`src/hdl/ccma_pkg.sv`:
```
`timescale 1ns / 1ps
// Shared types, widths and constants of the compass circular moving average.
// No dependencies; every other file imports this package.

package ccma_pkg;

	localparam int MAX_SAMPLES = 64;
	localparam int TRIG_BITS   = 16;

	localparam int PTR_W = (MAX_SAMPLES > 1) ? $clog2(MAX_SAMPLES) : 1;
	localparam int CNT_W = $clog2(MAX_SAMPLES + 1);
	localparam int WIN_W = 7;
	localparam int CMP_W = (CNT_W > WIN_W) ? CNT_W : WIN_W;
	localparam int SUM_W = TRIG_BITS + CNT_W;

	localparam int VEC_SHIFT = 24;
	localparam int DP_W      = SUM_W + VEC_SHIFT + 2;
	localparam int Z_W       = 25;
	localparam int ITER_W    = $clog2(TRIG_BITS);
	localparam int ATAN_IDX_W = 5;

	localparam int AZ_W  = 17;
	localparam int ANG_W = 16;

	localparam int FULL_TURN    = 36000;
	localparam int HALF_TURN    = 18000;
	localparam int QUARTER_TURN = 9000;
	localparam int ANG_UNIT_SH  = 8;
	localparam int REST_W       = $clog2(QUARTER_TURN);

	localparam int CFG_IDX_W  = 2;
	localparam int CFG_DATA_W = WIN_W;
	localparam logic [CFG_IDX_W-1:0] REG_WINDOW   = CFG_IDX_W'(0);
	localparam logic [CFG_IDX_W-1:0] REG_SUPPRESS = CFG_IDX_W'(1);

	localparam int QUEUE_DEPTH = 2;

	typedef enum logic [1:0] {
		KIND_DIRECT,
		KIND_SMOOTH,
		KIND_CLEAR
	} kind_t;

	typedef struct packed {
		kind_t              kind;
		logic [ANG_W-1:0]   angle;
	} item_t;

	typedef struct packed {
		logic [WIN_W-1:0] window;
		logic             suppress;
		logic             ring_clear;
	} cfg_t;

	typedef struct packed {
		logic                    go;
		logic                    vec;
		logic signed [DP_W-1:0]  x;
		logic signed [DP_W-1:0]  y;
		logic signed [Z_W-1:0]   z;
	} cordic_req_t;

	typedef struct packed {
		logic                    done;
		logic signed [DP_W-1:0]  x;
		logic signed [DP_W-1:0]  y;
		logic signed [Z_W-1:0]   z;
	} cordic_rsp_t;

	// atan(2^-i) in 1/256 hundredth of a degree
	function automatic logic signed [Z_W-1:0] atan_entry(input logic [ATAN_IDX_W-1:0] i);
		logic signed [Z_W-1:0] v;
		case (i)
			5'd0:    v = Z_W'(1152000);
			5'd1:    v = Z_W'(680065);
			5'd2:    v = Z_W'(359328);
			5'd3:    v = Z_W'(182400);
			5'd4:    v = Z_W'(91554);
			5'd5:    v = Z_W'(45822);
			5'd6:    v = Z_W'(22916);
			5'd7:    v = Z_W'(11459);
			5'd8:    v = Z_W'(5730);
			5'd9:    v = Z_W'(2865);
			5'd10:   v = Z_W'(1432);
			5'd11:   v = Z_W'(716);
			5'd12:   v = Z_W'(358);
			5'd13:   v = Z_W'(179);
			5'd14:   v = Z_W'(90);
			5'd15:   v = Z_W'(45);
			5'd16:   v = Z_W'(22);
			5'd17:   v = Z_W'(11);
			5'd18:   v = Z_W'(6);
			5'd19:   v = Z_W'(3);
			5'd20:   v = Z_W'(1);
			5'd21:   v = Z_W'(1);
			default: v = '0;
		endcase
		return v;
	endfunction

endpackage

```
`src/hdl/ccma_if.sv`:
```
`timescale 1ns / 1ps
// Valid/ready channel interfaces: azimuth requests, results, register writes.
// Depends on ccma_pkg.

interface ccma_smp_if;
	import ccma_pkg::*;
	logic                   valid;
	logic                   ready;
	logic                   cmd;
	logic signed [AZ_W-1:0] azimuth;
	modport source (output valid, cmd, azimuth, input ready);
	modport sink   (input valid, cmd, azimuth, output ready);
endinterface

interface ccma_res_if;
	import ccma_pkg::*;
	logic             valid;
	logic             ready;
	logic [ANG_W-1:0] orientation;
	logic             orientation_valid;
	logic             changed;
	logic             notify;
	modport source (output valid, orientation, orientation_valid, changed, notify, input ready);
	modport sink   (input valid, orientation, orientation_valid, changed, notify, output ready);
endinterface

interface ccma_cfg_if;
	import ccma_pkg::*;
	logic                  valid;
	logic                  ready;
	logic [CFG_IDX_W-1:0]  index;
	logic [CFG_DATA_W-1:0] data;
	modport source (output valid, index, data, input ready);
	modport sink   (input valid, index, data, output ready);
endinterface

```
`src/hdl/ccma_front.sv`:
```
`timescale 1ns / 1ps
// Front end: takes requests, wraps the azimuth into 0..35999, classifies them.
// Depends on ccma_pkg and ccma_if.

module ccma_front (
	ccma_smp_if.sink        smp,
	input  ccma_pkg::cfg_t  cfg,
	input  logic            full,
	output logic            push,
	output ccma_pkg::item_t item
);
	import ccma_pkg::*;

	localparam logic [AZ_W:0] BIAS  = (AZ_W+1)'(2 * FULL_TURN);
	localparam logic [AZ_W:0] TURN1 = (AZ_W+1)'(FULL_TURN);
	localparam logic [AZ_W:0] TURN2 = (AZ_W+1)'(2 * FULL_TURN);
	localparam logic [AZ_W:0] TURN3 = (AZ_W+1)'(3 * FULL_TURN);

	logic [AZ_W:0] az_biased;
	logic [AZ_W:0] az_mod;

	// bias by two turns so the value is positive, then take off whole turns
	assign az_biased = {smp.azimuth[AZ_W-1], smp.azimuth} + BIAS;

	always_comb begin
		if (az_biased >= TURN3) begin
			az_mod = az_biased - TURN3;
		end else if (az_biased >= TURN2) begin
			az_mod = az_biased - TURN2;
		end else if (az_biased >= TURN1) begin
			az_mod = az_biased - TURN1;
		end else begin
			az_mod = az_biased;
		end
	end

	always_comb begin
		item.angle = az_mod[ANG_W-1:0];
		if (smp.cmd) begin
			item.kind = KIND_CLEAR;
		end else if (cfg.window == '0) begin
			item.kind = KIND_DIRECT;
		end else begin
			item.kind = KIND_SMOOTH;
		end
	end

	assign smp.ready = !full;
	assign push      = smp.valid && !full;

endmodule

```
`src/hdl/ccma_queue.sv`:
```
`timescale 1ns / 1ps
// Short queue between front end and back end.
// Depends on ccma_pkg.

module ccma_queue (
	input  logic            clk,
	input  logic            arst_n,
	input  logic            push,
	input  ccma_pkg::item_t wr_item,
	output logic            full,
	input  logic            pop,
	output logic            valid,
	output ccma_pkg::item_t rd_item
);
	import ccma_pkg::*;

	localparam int Q_PTR_W = (QUEUE_DEPTH > 1) ? $clog2(QUEUE_DEPTH) : 1;
	localparam int Q_CNT_W = $clog2(QUEUE_DEPTH + 1);
	localparam logic [Q_PTR_W-1:0] LAST = Q_PTR_W'(QUEUE_DEPTH - 1);

	item_t               slot_q [QUEUE_DEPTH];
	logic [Q_PTR_W-1:0]  wr_ptr_q;
	logic [Q_PTR_W-1:0]  rd_ptr_q;
	logic [Q_CNT_W-1:0]  count_q;
	logic                do_push;
	logic                do_pop;

	assign full    = count_q == Q_CNT_W'(QUEUE_DEPTH);
	assign valid   = count_q != '0;
	assign rd_item = slot_q[rd_ptr_q];
	assign do_push = push && !full;
	assign do_pop  = pop && valid;

	always_ff @(posedge clk or negedge arst_n) begin
		if (!arst_n) begin
			wr_ptr_q <= '0;
			rd_ptr_q <= '0;
			count_q  <= '0;
		end else begin
			if (do_push) begin
				wr_ptr_q <= (wr_ptr_q == LAST) ? '0 : wr_ptr_q + Q_PTR_W'(1);
			end
			if (do_pop) begin
				rd_ptr_q <= (rd_ptr_q == LAST) ? '0 : rd_ptr_q + Q_PTR_W'(1);
			end
			if (do_push && !do_pop) begin
				count_q <= count_q + Q_CNT_W'(1);
			end else if (do_pop && !do_push) begin
				count_q <= count_q - Q_CNT_W'(1);
			end
		end
	end

	always_ff @(posedge clk) begin
		if (do_push) begin
			slot_q[wr_ptr_q] <= wr_item;
		end
	end

endmodule

```
`src/hdl/ccma_cordic.sv`:
```
`timescale 1ns / 1ps
// Iterative CORDIC, one micro-rotation per cycle, rotation or vectoring mode.
// Depends on ccma_pkg.

module ccma_cordic (
	input  logic                  clk,
	input  logic                  arst_n,
	input  ccma_pkg::cordic_req_t req,
	output ccma_pkg::cordic_rsp_t rsp
);
	import ccma_pkg::*;

	localparam logic [ITER_W-1:0] LAST_ITER = ITER_W'(TRIG_BITS - 1);

	logic                   busy_q;
	logic                   done_q;
	logic                   vec_q;
	logic [ITER_W-1:0]      iter_q;
	logic signed [DP_W-1:0] x_q;
	logic signed [DP_W-1:0] y_q;
	logic signed [Z_W-1:0]  z_q;
	logic signed [DP_W-1:0] dx;
	logic signed [DP_W-1:0] dy;
	logic signed [Z_W-1:0]  dz;
	logic                   neg;

	assign dx = y_q >>> iter_q;
	assign dy = x_q >>> iter_q;
	assign dz = atan_entry(ATAN_IDX_W'(iter_q));
	// rotation steers on the residual angle, vectoring on the sign of y
	assign neg = vec_q ? !y_q[DP_W-1] : z_q[Z_W-1];

	always_ff @(posedge clk or negedge arst_n) begin
		if (!arst_n) begin
			busy_q <= 1'b0;
			done_q <= 1'b0;
			iter_q <= '0;
		end else begin
			done_q <= 1'b0;
			if (req.go) begin
				busy_q <= 1'b1;
				iter_q <= '0;
			end else if (busy_q) begin
				if (iter_q == LAST_ITER) begin
					busy_q <= 1'b0;
					done_q <= 1'b1;
				end else begin
					iter_q <= iter_q + ITER_W'(1);
				end
			end
		end
	end

	always_ff @(posedge clk) begin
		if (req.go) begin
			vec_q <= req.vec;
			x_q   <= req.x;
			y_q   <= req.y;
			z_q   <= req.z;
		end else if (busy_q) begin
			if (!neg) begin
				x_q <= x_q - dx;
				y_q <= y_q + dy;
				z_q <= z_q - dz;
			end else begin
				x_q <= x_q + dx;
				y_q <= y_q - dy;
				z_q <= z_q + dz;
			end
		end
	end

	assign rsp.done = done_q;
	assign rsp.x    = x_q;
	assign rsp.y    = y_q;
	assign rsp.z    = z_q;

endmodule

```
`src/hdl/ccma_back.sv`:
```
`timescale 1ns / 1ps
// Back end: sine/cosine ring, running sums, atan2 sequencing and result register.
// Depends on ccma_pkg, ccma_if; drives the shared ccma_cordic.

module ccma_back (
	input  logic                  clk,
	input  logic                  arst_n,
	input  ccma_pkg::cfg_t        cfg,
	input  logic                  q_valid,
	input  ccma_pkg::item_t       q_item,
	output logic                  q_pop,
	output ccma_pkg::cordic_req_t creq,
	input  ccma_pkg::cordic_rsp_t crsp,
	ccma_res_if.source            res
);
	import ccma_pkg::*;

	localparam logic [2:0] ST_IDLE      = 3'd0;
	localparam logic [2:0] ST_ROT       = 3'd1;
	localparam logic [2:0] ST_ACC       = 3'd2;
	localparam logic [2:0] ST_VEC_START = 3'd3;
	localparam logic [2:0] ST_VEC       = 3'd4;
	localparam logic [2:0] ST_WRAP      = 3'd5;
	localparam logic [2:0] ST_DONE      = 3'd6;

	localparam int RND_W   = Z_W - ANG_UNIT_SH;
	localparam int TRIG_SH = 31 - TRIG_BITS;
	localparam logic signed [DP_W-1:0]      TRIG_RND  = DP_W'(1 << (TRIG_SH - 1));
	localparam logic signed [DP_W-1:0]      TRIG_LIM  = DP_W'((1 << (TRIG_BITS - 1)) - 1);
	localparam logic signed [DP_W-1:0]      CORDIC_GAIN = DP_W'(652032875);
	localparam logic signed [Z_W-1:0]       Z_HALF    = Z_W'(HALF_TURN << ANG_UNIT_SH);
	localparam logic signed [Z_W-1:0]       Z_RND     = Z_W'(1 << (ANG_UNIT_SH - 1));
	localparam logic signed [RND_W-1:0]     R_TURN    = RND_W'(FULL_TURN);
	localparam logic [ANG_W-1:0]            Q1 = ANG_W'(QUARTER_TURN);
	localparam logic [ANG_W-1:0]            Q2 = ANG_W'(2 * QUARTER_TURN);
	localparam logic [ANG_W-1:0]            Q3 = ANG_W'(3 * QUARTER_TURN);

	// round half up to the output fraction and saturate symmetrically
	function automatic logic signed [TRIG_BITS-1:0] to_trig(input logic signed [DP_W-1:0] v);
		logic signed [DP_W-1:0] t;
		t = (v + TRIG_RND) >>> TRIG_SH;
		if (t > TRIG_LIM) begin
			t = TRIG_LIM;
		end else if (t < -TRIG_LIM) begin
			t = -TRIG_LIM;
		end
		return t[TRIG_BITS-1:0];
	endfunction

	logic [2:0]                  state_q;
	kind_t                       kind_q;
	logic [1:0]                  quad_q;
	logic [PTR_W-1:0]            p_q;
	logic [ANG_W-1:0]            orient_q;
	logic signed [RND_W-1:0]     r_q;
	logic signed [TRIG_BITS-1:0] s_q;
	logic signed [TRIG_BITS-1:0] c_q;
	logic signed [TRIG_BITS-1:0] rd_s_q;
	logic signed [TRIG_BITS-1:0] rd_c_q;
	logic signed [TRIG_BITS-1:0] sin_mem [MAX_SAMPLES];
	logic signed [TRIG_BITS-1:0] cos_mem [MAX_SAMPLES];

	logic [PTR_W-1:0]            wp_q;
	logic [CNT_W-1:0]            fill_q;
	logic signed [SUM_W-1:0]     sum_s_q;
	logic signed [SUM_W-1:0]     sum_c_q;
	logic [ANG_W-1:0]            last_orient_q;
	logic                        last_known_q;

	logic                        res_valid_q;
	logic [ANG_W-1:0]            res_orient_q;
	logic                        res_ovalid_q;
	logic                        res_changed_q;
	logic                        res_notify_q;

	logic [CMP_W-1:0]            w;
	logic [PTR_W-1:0]            p_sel;
	logic                        ring_full;
	logic                        wp_wrap;
	logic [1:0]                  quad;
	logic [REST_W-1:0]           rest;
	logic                        start_rot;
	logic                        start_vec;
	logic                        sums_zero;
	logic                        vec_flip;
	logic signed [DP_W-1:0]      vx;
	logic signed [DP_W-1:0]      vy;
	logic signed [TRIG_BITS-1:0] sr;
	logic signed [TRIG_BITS-1:0] cr;
	logic signed [TRIG_BITS-1:0] s_map;
	logic signed [TRIG_BITS-1:0] c_map;
	logic signed [SUM_W-1:0]     sub_s;
	logic signed [SUM_W-1:0]     sub_c;
	logic signed [Z_W-1:0]       z_rnd;
	logic                        load_res;
	logic                        is_clear;
	logic                        chg;

	assign w = (CMP_W'(cfg.window) > CMP_W'(MAX_SAMPLES)) ? CMP_W'(MAX_SAMPLES)
		: CMP_W'(cfg.window);
	assign p_sel     = (CMP_W'(wp_q) < w) ? wp_q : '0;
	assign ring_full = CMP_W'(fill_q) >= w;
	assign wp_wrap   = (CMP_W'(p_q) + CMP_W'(1)) >= w;

	always_comb begin
		if (q_item.angle >= Q3) begin
			quad = 2'd3;
			rest = REST_W'(q_item.angle - Q3);
		end else if (q_item.angle >= Q2) begin
			quad = 2'd2;
			rest = REST_W'(q_item.angle - Q2);
		end else if (q_item.angle >= Q1) begin
			quad = 2'd1;
			rest = REST_W'(q_item.angle - Q1);
		end else begin
			quad = 2'd0;
			rest = REST_W'(q_item.angle);
		end
	end

	assign q_pop     = (state_q == ST_IDLE) && q_valid;
	assign start_rot = q_pop && (q_item.kind == KIND_SMOOTH);
	assign sums_zero = (sum_s_q == '0) && (sum_c_q == '0);
	assign start_vec = (state_q == ST_VEC_START) && !sums_zero;

	// sums scaled up; a vector in the left half plane is turned half a circle first
	assign vec_flip = sum_c_q[SUM_W-1];
	assign vx = DP_W'(sum_c_q) <<< VEC_SHIFT;
	assign vy = DP_W'(sum_s_q) <<< VEC_SHIFT;

	always_comb begin
		creq.go  = start_rot || start_vec;
		creq.vec = start_vec;
		if (start_vec) begin
			creq.x = vec_flip ? -vx : vx;
			creq.y = vec_flip ? -vy : vy;
			creq.z = vec_flip ? Z_HALF : '0;
		end else begin
			creq.x = CORDIC_GAIN;
			creq.y = '0;
			creq.z = Z_W'({rest, {ANG_UNIT_SH{1'b0}}});
		end
	end

	assign sr = to_trig(crsp.y);
	assign cr = to_trig(crsp.x);

	always_comb begin
		case (quad_q)
			2'd0: begin
				s_map = sr;
				c_map = cr;
			end
			2'd1: begin
				s_map = cr;
				c_map = -sr;
			end
			2'd2: begin
				s_map = -sr;
				c_map = -cr;
			end
			default: begin
				s_map = -cr;
				c_map = sr;
			end
		endcase
	end

	assign sub_s = ring_full ? SUM_W'(rd_s_q) : '0;
	assign sub_c = ring_full ? SUM_W'(rd_c_q) : '0;
	assign z_rnd = (crsp.z + Z_RND) >>> ANG_UNIT_SH;

	assign load_res = (state_q == ST_DONE) && (!res_valid_q || res.ready);
	assign is_clear = kind_q == KIND_CLEAR;
	assign chg      = !is_clear && (!last_known_q || last_orient_q != orient_q);

	always_ff @(posedge clk or negedge arst_n) begin
		if (!arst_n) begin
			state_q       <= ST_IDLE;
			wp_q          <= '0;
			fill_q        <= '0;
			sum_s_q       <= '0;
			sum_c_q       <= '0;
			last_orient_q <= '0;
			last_known_q  <= 1'b0;
			res_valid_q   <= 1'b0;
		end else begin
			case (state_q)
				ST_IDLE: begin
					if (q_pop) begin
						state_q <= (q_item.kind == KIND_SMOOTH) ? ST_ROT : ST_DONE;
					end
				end
				ST_ROT: begin
					if (crsp.done) begin
						state_q <= ST_ACC;
					end
				end
				ST_ACC: begin
					sum_s_q <= sum_s_q + SUM_W'(s_q) - sub_s;
					sum_c_q <= sum_c_q + SUM_W'(c_q) - sub_c;
					if (!ring_full) begin
						fill_q <= fill_q + CNT_W'(1);
					end
					wp_q    <= wp_wrap ? '0 : p_q + PTR_W'(1);
					state_q <= ST_VEC_START;
				end
				ST_VEC_START: begin
					state_q <= sums_zero ? ST_DONE : ST_VEC;
				end
				ST_VEC: begin
					if (crsp.done) begin
						state_q <= ST_WRAP;
					end
				end
				ST_WRAP: begin
					state_q <= ST_DONE;
				end
				ST_DONE: begin
					if (load_res) begin
						last_known_q <= !is_clear;
						if (is_clear) begin
							wp_q    <= '0;
							fill_q  <= '0;
							sum_s_q <= '0;
							sum_c_q <= '0;
						end else begin
							last_orient_q <= orient_q;
						end
						state_q <= ST_IDLE;
					end
				end
				default: begin
					state_q <= ST_IDLE;
				end
			endcase
			if (cfg.ring_clear) begin
				wp_q    <= '0;
				fill_q  <= '0;
				sum_s_q <= '0;
				sum_c_q <= '0;
			end
			if (load_res) begin
				res_valid_q <= 1'b1;
			end else if (res.ready) begin
				res_valid_q <= 1'b0;
			end
		end
	end

	always_ff @(posedge clk) begin
		case (state_q)
			ST_IDLE: begin
				if (q_pop) begin
					kind_q   <= q_item.kind;
					quad_q   <= quad;
					p_q      <= p_sel;
					orient_q <= (q_item.kind == KIND_DIRECT) ? q_item.angle : '0;
				end
			end
			ST_ROT: begin
				if (crsp.done) begin
					s_q <= s_map;
					c_q <= c_map;
				end
			end
			ST_VEC_START: begin
				orient_q <= '0;
			end
			ST_VEC: begin
				if (crsp.done) begin
					r_q <= z_rnd[RND_W-1:0];
				end
			end
			ST_WRAP: begin
				if (r_q < 0) begin
					orient_q <= ANG_W'(r_q + R_TURN);
				end else if (r_q >= R_TURN) begin
					orient_q <= ANG_W'(r_q - R_TURN);
				end else begin
					orient_q <= ANG_W'(r_q);
				end
			end
			default: begin
			end
		endcase
		if (load_res) begin
			res_orient_q  <= orient_q;
			res_ovalid_q  <= !is_clear;
			res_changed_q <= chg;
			res_notify_q  <= is_clear || (chg && !cfg.suppress);
		end
	end

	// ring memories: oldest entry read when the sample is taken, new one written later
	always_ff @(posedge clk) begin
		if (state_q == ST_ACC) begin
			sin_mem[p_q] <= s_q;
			cos_mem[p_q] <= c_q;
		end
	end

	always_ff @(posedge clk) begin
		if (start_rot) begin
			rd_s_q <= sin_mem[p_sel];
			rd_c_q <= cos_mem[p_sel];
		end
	end

	assign res.valid             = res_valid_q;
	assign res.orientation       = res_orient_q;
	assign res.orientation_valid = res_ovalid_q;
	assign res.changed           = res_changed_q;
	assign res.notify            = res_notify_q;

	a_fill_bound: assert property (@(posedge clk) disable iff (!arst_n)
		fill_q <= CNT_W'(MAX_SAMPLES))
		else $error("ring fill count above capacity");

	a_clear_result: assert property (@(posedge clk) disable iff (!arst_n)
		res_valid_q && !res_ovalid_q |-> res_notify_q && !res_changed_q
		&& res_orient_q == '0)
		else $error("clear result malformed");

	a_orient_range: assert property (@(posedge clk) disable iff (!arst_n)
		res_valid_q |-> res_orient_q < ANG_W'(FULL_TURN))
		else $error("orientation out of range");

	a_cordic_done: assert property (@(posedge clk) disable iff (!arst_n)
		crsp.done |-> state_q == ST_ROT || state_q == ST_VEC)
		else $error("CORDIC finished outside a waiting state");

	a_pop_leaves_idle: assert property (@(posedge clk) disable iff (!arst_n)
		q_pop |=> state_q != ST_IDLE)
		else $error("request popped but sequencer stayed idle");

endmodule

```
`src/hdl/compass_circular_moving_average.sv`:
```
`timescale 1ns / 1ps
// Compass circular moving average. Takes azimuth requests (hundredths of a degree,
// wrapped into 0..35999) or clear commands on smp and returns one result per request
// on res. The front end wraps and classifies each request into a two-entry queue, so it
// keeps accepting while the back end works, until the queue is full. A smoothed sample
// makes a sine/cosine pass and, unless both sums are zero, an atan2 pass, 16 iterations
// each, through one shared iterative CORDIC; a clear or an unsmoothed sample (window 0)
// makes neither. Writes on cfg are taken every cycle; writing window_samples empties the
// history. Depends on ccma_pkg, ccma_if, ccma_front, ccma_queue, ccma_cordic, ccma_back.

module compass_circular_moving_average (
	input  logic       clk,
	input  logic       arst_n,
	ccma_smp_if.sink   smp,
	ccma_res_if.source res,
	ccma_cfg_if.sink   cfg
);
	import ccma_pkg::*;

	logic [WIN_W-1:0] window_q;
	logic             suppress_q;
	cfg_t             cfg_bus;
	logic             push;
	logic             full;
	item_t            wr_item;
	logic             q_valid;
	logic             q_pop;
	item_t            q_item;
	cordic_req_t      creq;
	cordic_rsp_t      crsp;

	assign cfg.ready = 1'b1;

	always_ff @(posedge clk or negedge arst_n) begin
		if (!arst_n) begin
			window_q   <= '0;
			suppress_q <= 1'b0;
		end else if (cfg.valid) begin
			case (cfg.index)
				REG_WINDOW:   window_q   <= cfg.data[WIN_W-1:0];
				REG_SUPPRESS: suppress_q <= cfg.data[0];
				default: begin
				end
			endcase
		end
	end

	assign cfg_bus.window     = window_q;
	assign cfg_bus.suppress   = suppress_q;
	assign cfg_bus.ring_clear = cfg.valid && (cfg.index == REG_WINDOW);

	ccma_front u_front (
		.smp  (smp),
		.cfg  (cfg_bus),
		.full (full),
		.push (push),
		.item (wr_item)
	);

	ccma_queue u_queue (
		.clk     (clk),
		.arst_n  (arst_n),
		.push    (push),
		.wr_item (wr_item),
		.full    (full),
		.pop     (q_pop),
		.valid   (q_valid),
		.rd_item (q_item)
	);

	ccma_cordic u_cordic (
		.clk    (clk),
		.arst_n (arst_n),
		.req    (creq),
		.rsp    (crsp)
	);

	ccma_back u_back (
		.clk     (clk),
		.arst_n  (arst_n),
		.cfg     (cfg_bus),
		.q_valid (q_valid),
		.q_item  (q_item),
		.q_pop   (q_pop),
		.creq    (creq),
		.crsp    (crsp),
		.res     (res)
	);

endmodule
```
`src/flat_wrapper.sv`:
```
// flat-port wrapper written by rule: the top's interface ports become plain ports
module compass_circular_moving_average_flat import ccma_pkg::*;
  (clk, arst_n, smp_valid, smp_cmd, smp_azimuth, smp_ready, res_valid, res_orientation, res_orientation_valid, res_changed, res_notify, res_ready, cfg_valid, cfg_index, cfg_data, cfg_ready);
  ccma_smp_if smp_i ();
  ccma_res_if res_i ();
  ccma_cfg_if cfg_i ();
  input  logic clk;
  input  logic arst_n;
  input wire logic [$bits(smp_i.valid)-1:0] smp_valid;
  input wire logic [$bits(smp_i.cmd)-1:0] smp_cmd;
  input wire logic [$bits(smp_i.azimuth)-1:0] smp_azimuth;
  output wire logic [$bits(smp_i.ready)-1:0] smp_ready;
  output wire logic [$bits(res_i.valid)-1:0] res_valid;
  output wire logic [$bits(res_i.orientation)-1:0] res_orientation;
  output wire logic [$bits(res_i.orientation_valid)-1:0] res_orientation_valid;
  output wire logic [$bits(res_i.changed)-1:0] res_changed;
  output wire logic [$bits(res_i.notify)-1:0] res_notify;
  input wire logic [$bits(res_i.ready)-1:0] res_ready;
  input wire logic [$bits(cfg_i.valid)-1:0] cfg_valid;
  input wire logic [$bits(cfg_i.index)-1:0] cfg_index;
  input wire logic [$bits(cfg_i.data)-1:0] cfg_data;
  output wire logic [$bits(cfg_i.ready)-1:0] cfg_ready;
  assign smp_i.valid = smp_valid;
  assign smp_i.cmd = smp_cmd;
  assign smp_i.azimuth = smp_azimuth;
  assign smp_ready = smp_i.ready;
  assign res_valid = res_i.valid;
  assign res_orientation = res_i.orientation;
  assign res_orientation_valid = res_i.orientation_valid;
  assign res_changed = res_i.changed;
  assign res_notify = res_i.notify;
  assign res_i.ready = res_ready;
  assign cfg_i.valid = cfg_valid;
  assign cfg_i.index = cfg_index;
  assign cfg_i.data = cfg_data;
  assign cfg_ready = cfg_i.ready;
  compass_circular_moving_average u_core (.clk(clk), .arst_n(arst_n), .smp(smp_i), .res(res_i), .cfg(cfg_i));
endmodule
```
`config.mk`:
```
export PLATFORM = sky130hd
export DESIGN_NAME = compass_circular_moving_average_flat
export DESIGN_NICKNAME = d
export VERILOG_FILES = /design/src/hdl/ccma_pkg.sv /design/src/hdl/ccma_if.sv /design/src/hdl/ccma_front.sv /design/src/hdl/ccma_queue.sv /design/src/hdl/ccma_cordic.sv /design/src/hdl/ccma_back.sv /design/src/hdl/compass_circular_moving_average.sv /design/src/flat_wrapper.sv
export SDC_FILE = /design/constraint.sdc
export NUM_CORES = 2
export LEC_CHECK = 0
export BUFFER_PORTS_ARGS = -buffer_cell sky130_fd_sc_hd__buf_2
export CELL_PAD_IN_SITES_DETAIL_PLACEMENT = 0
export CELL_PAD_IN_SITES_GLOBAL_PLACEMENT = 1
export CORE_AREA = 2 2 526 528
export DETAILED_ROUTE_END_ITERATION = 8
export DIE_AREA = 0 0 528 530
export GPL_TIMING_DRIVEN = 0
export HOLD_SLACK_MARGIN = 0.06
export PLACE_DENSITY_LB_ADDON = 0.1
export SYNTH_ARGS = -nofsm -noshare
export SYNTH_HDL_FRONTEND = slang
export SYNTH_HIERARCHICAL = 1
export SYNTH_SLANG_ARGS = --single-unit
```
`constraint.sdc`:
```
create_clock -name clk -period 8.6 [get_ports clk]
set_input_delay 0.86 -clock clk [delete_from_list [all_inputs] [get_ports clk]]
set_output_delay 0.86 -clock clk [all_outputs]
set_load 0.01 [all_outputs]
```
==> metrics.md <==
| Metric | Value |
|---|---|
| Cell family with most CP delay | `buffers and inverters` |
| Clock Pin Slew Worst Setup and Hold Paths | `0.06 ns` |
| Row count | `193` |
| Async SR Flop Fraction | `4.03%` |
| Nets | `10.9k` |
| Pre-antenna DRT Iters | `8` |
| Core ar. | `275000 µm²` |
| Max incr delay on CP | `0.99 ns` |
| Die area | `280000 µm²` |
| Area Overhead vs Synth | `15.6%` |
| CTS max path bufs | `4` |
| GRT Util Overall | `between 40% and 50%` |
| Root Driver | `clkbuf_16` |
| H-tree lvl count | `5` |
| DP Area | `approximately 130000 µm²` |
| Setup slack, reg-to-reg | `-0.19 ns` |
| Crit share post-route | `102%` |
| Final setup TNS | `-1.07 ns` |
| Post-Route Utilization | `51.8%` |
| Largest net degree at the start of global routing | `82` |
| Finished Cell Area | `~140000 µm²` |
| Filler cells | `between 20k and 25k` |
| HPWL after DPL | `427000 µm` |
| Final global-route overflow total | `0` |
| Dominant synthesized flop cell | `edfxtp_1` |
| CP Data Required Time | `9.24 ns` |
| Max Cap Viol | `39` |
| Crit path launch type | `flip-flop` |
| CP Cell Sequence | `clkbuf_1 -> inv_1 -> clkdlybuf4s15_1 -> nand2_1 -> ha_1 -> o21ai_0 -> nand2b_1 -> a31oi_1 -> o21ai_0 -> inv_1 -> clkbuf_1 -> clkbuf_1 -> buf_1 -> a21oi_1 -> o21ai_1 -> o311ai_0 -> a31oi_1` |
| Avg WL per Cell | `around 40 µm` |
| Max Clock Freq | `about 0.11 GHz` |
| HP Class | `input pin to flip-flop` |
| Clk Latency, worst-skew pair | `about 0.93 ns` |
| Relative slew slack | `-12.5%` |
| Status | `finished, violations left` |
| Endpoints failing setup | `10` |
| Synthesized area | `between 100000 and 150000 µm²` |
| Pleak | `between 40 and 50 nW` |
| Final antenna-violating net count | `0` |
| Top-count cell post-synth | `edfxtp_1` |
| Port Buffers | `50` |
| Worst-Margin Slew | `approximately 1.7 ns` |
| Initial Utilization | `44.8%` |
| CP dominant cell by count | `clkbuf_1` |
| Top-level I/O count | `54` |
| Global-route wire length before repair | `777000 µm` |
| CTS tree | `built` |
| Setup ws final | `-0.189 ns` |
| Nature of the critical path endpoint | `flip-flop` |
| Share of Yosys cell area claimed by the top area cell type | `57.0%` |
| Max FO, Critical Path | `11` |
| Initial DRC count | `15.8k` |
| Post-Route Skew | `around 0.067 ns` |
| Worst EP arrival | `9.43 ns` |
| Slowest CP cell | `clkbuf_1` |
| Design Power | `68.3 mW` |
| Synth Register Bits | `2432` |
| Hold slack | `roughly 0.18 ns` |
| Vias in the first global route | `approximately 91k` |
| Die H | `530 µm` |
| Via-per-instance ratio | `~6.8` |
| Avg Cell Area, Syn | `12.3 µm²` |
| Initial antenna violation count | `58` |
| WS Path Type | `flip-flop to flip-flop` |
| Leading area contributor after synthesis | `edfxtp_1` |
| Max Slew Vio Count | `347` |
| Post-place setup slack | `-3.18 ns` |
| Final std cells w/o fill | `about 14k` |
| DRC Markers | `0` |
| Period minus WS final | `8.79 ns` |
| Peak VDD IR | `0.283 mV` |
| Num Clock Sinks | `2432` |
| CTS Buf Count | `roughly 280` |
| Worst path buffer plus inverter count | `7` |
| Share of cells above drive strength 1 | `13.7%` |
| Ranking of synthesized cells by area | `edfxtp_1 (57%), mux4_2 (3.9%), nand2_1 (3.0%)` |
| Routed wire length | `about 580000 µm` |
| Dpl cells | `about 14k` |
| Number of synthesized flops with an enable pin | `2334` |
| GP Congestion | `1.03` |
| Final Hold Vio Count | `0` |
| Via Count | `97.4k` |
| Failing checks | `capacitance limit, slew limit, setup timing` |
| P per Cell Area | `approximately 480 nW/µm²` |
| Die width | `~530 µm` |
| RSZ-0062 raised after global routing | `false` |
| Synth top cells by count | `edfxtp_1 (2334), nand2_1 (983), a21oi_1 (730), nor2_1 (639), o21ai_0 (563)` |
| Post-synthesis sequential area ratio | `58.9%` |
| Number of synthesis warnings | `6` |
| Post-synthesis cell count | `9986` |
| Post-synth cell types | `140` |
==> layer usage <==
| layer | up-vias | global-route usage (%) | share of wire [%] |
|---|---|---|---|
| met4 | 32 | 31.5 | 9.6 |
| met2 | 7224 | 61.5 | 43 |
| li1 | 39387 | - | - |
| met5 | - | 0 | 0.039 |
| met3 | 2031 | 13.1 | 12 |
| met1 | 48760 | 48.5 | 35 |
==> final timing paths <==
check                                           from                         endpoint  depth (start not counted)
max                               u_core/window_q[6]         u_core/u_back/rd_s_q[13]                         17
min                                      cfg_data[6]               u_core/window_q[6]                          2
max reg2reg                       u_core/window_q[6]         u_core/u_back/rd_s_q[13]                         17
min reg2reg                u_core/u_back/sum_s_q[10]        u_core/u_back/sum_s_q[10]                          2
max in group asynchronous                     arst_n        u_core/u_cordic/iter_q[2]                          3
min in group asynchronous                     arst_n  u_core/u_back/last_orient_q[12]                          2
==> power breakdown <==
group / switching, mW / internal, mW
clock network: 5.03 / 6.75
logic: 27.3 / 12.9
registers: 1.57 / 14.7
total: 33.9 / 34.4
==> worst register-to-register path, stage by stage, from the launching register on <==
cell and delay (ns):
dfrtp_1 0.38, clkbuf_1 0.56, inv_1 0.27, clkdlybuf4s15_1 0.68, nand2_1 0.41, ha_1 0.29
o21ai_0 0.14, nand2b_1 0.10, a31oi_1 0.79, o21ai_0 0.21, inv_1 0.11, clkbuf_1 0.56
clkbuf_1 1.00, buf_1 0.87, a21oi_1 0.17, o21ai_1 0.57, o311ai_0 0.76, a31oi_1 0.66
==> placed cells by master (no fill, tap or decap), drive strengths merged, types with 138 or more instances in the layout <==
cell,count
edfxtp,2334
nand2,989
clkbuf,807
a21oi,731
nor2,641
o21ai,585
buf,496
mux2i,308
inv,305
xnor2,273
ha,222
mux4,214
nand3,189
mux2,184
a31oi,175
o221ai,166
nor3,158
xor2,138
==> cell type report <==
type | instances | area [µm²] | area share, %
inverter | 291 | 1100 | 0.770
antenna | 29 | 72.6 | 0.0510
tap | 3607 | 4510 | 3.17
timing repair buffer | 268 | 4950 | 3.48
clock buffer | 347 | 7270 | 5.11
sequential | 2432 | 72500 | 51.0
clock inverter | 137 | 1490 | 1.05
buffer | 698 | 3390 | 2.38
multi-input combinational | 6603 | 47000 | 33.0
==> sequential cells by signal, summed over array words and instances, names as in the netlist, 17 cells and up <==
signal and flops:
u_core/u_back/cos_mem 1024, u_core/u_cordic/z_q 25, u_core/u_back/r_q 17, u_core/u_back/sin_mem 1024, u_core/u_cordic/x_q 49, u_core/u_back/sum_c_q 23, u_core/u_queue/slot_q 36, u_core/u_cordic/y_q 49
u_core/u_back/sum_s_q 23
==> cells by family after synthesis <==
group,Yosys count,share of synthesized area [%]
buffers and inverters,994,3.52
adder cells (fa/ha/maj),269,3.02
AO/OA/AOI/OAI,2595,13.6
other,2,0.00610
multiplexers,706,8.17
XOR/XNOR,411,2.94
flip-flops,2432,58.9
AND/OR/NAND/NOR,2577,9.78
==> repair_timing <==
| item | in CTS | in global routing |
|---|---|---|
| buffers inserted | 2 | 2 |
| endpoints found under the hold margin | 17 | 0 |
| endpoints found under the setup margin | 85 | 30 |
| pin swaps | 1 | 2 |
| hold buffers | 1 | 0 |
| resized for setup | 43 | 44 |
No activity file was read; power rests on OpenSTA's default activity.
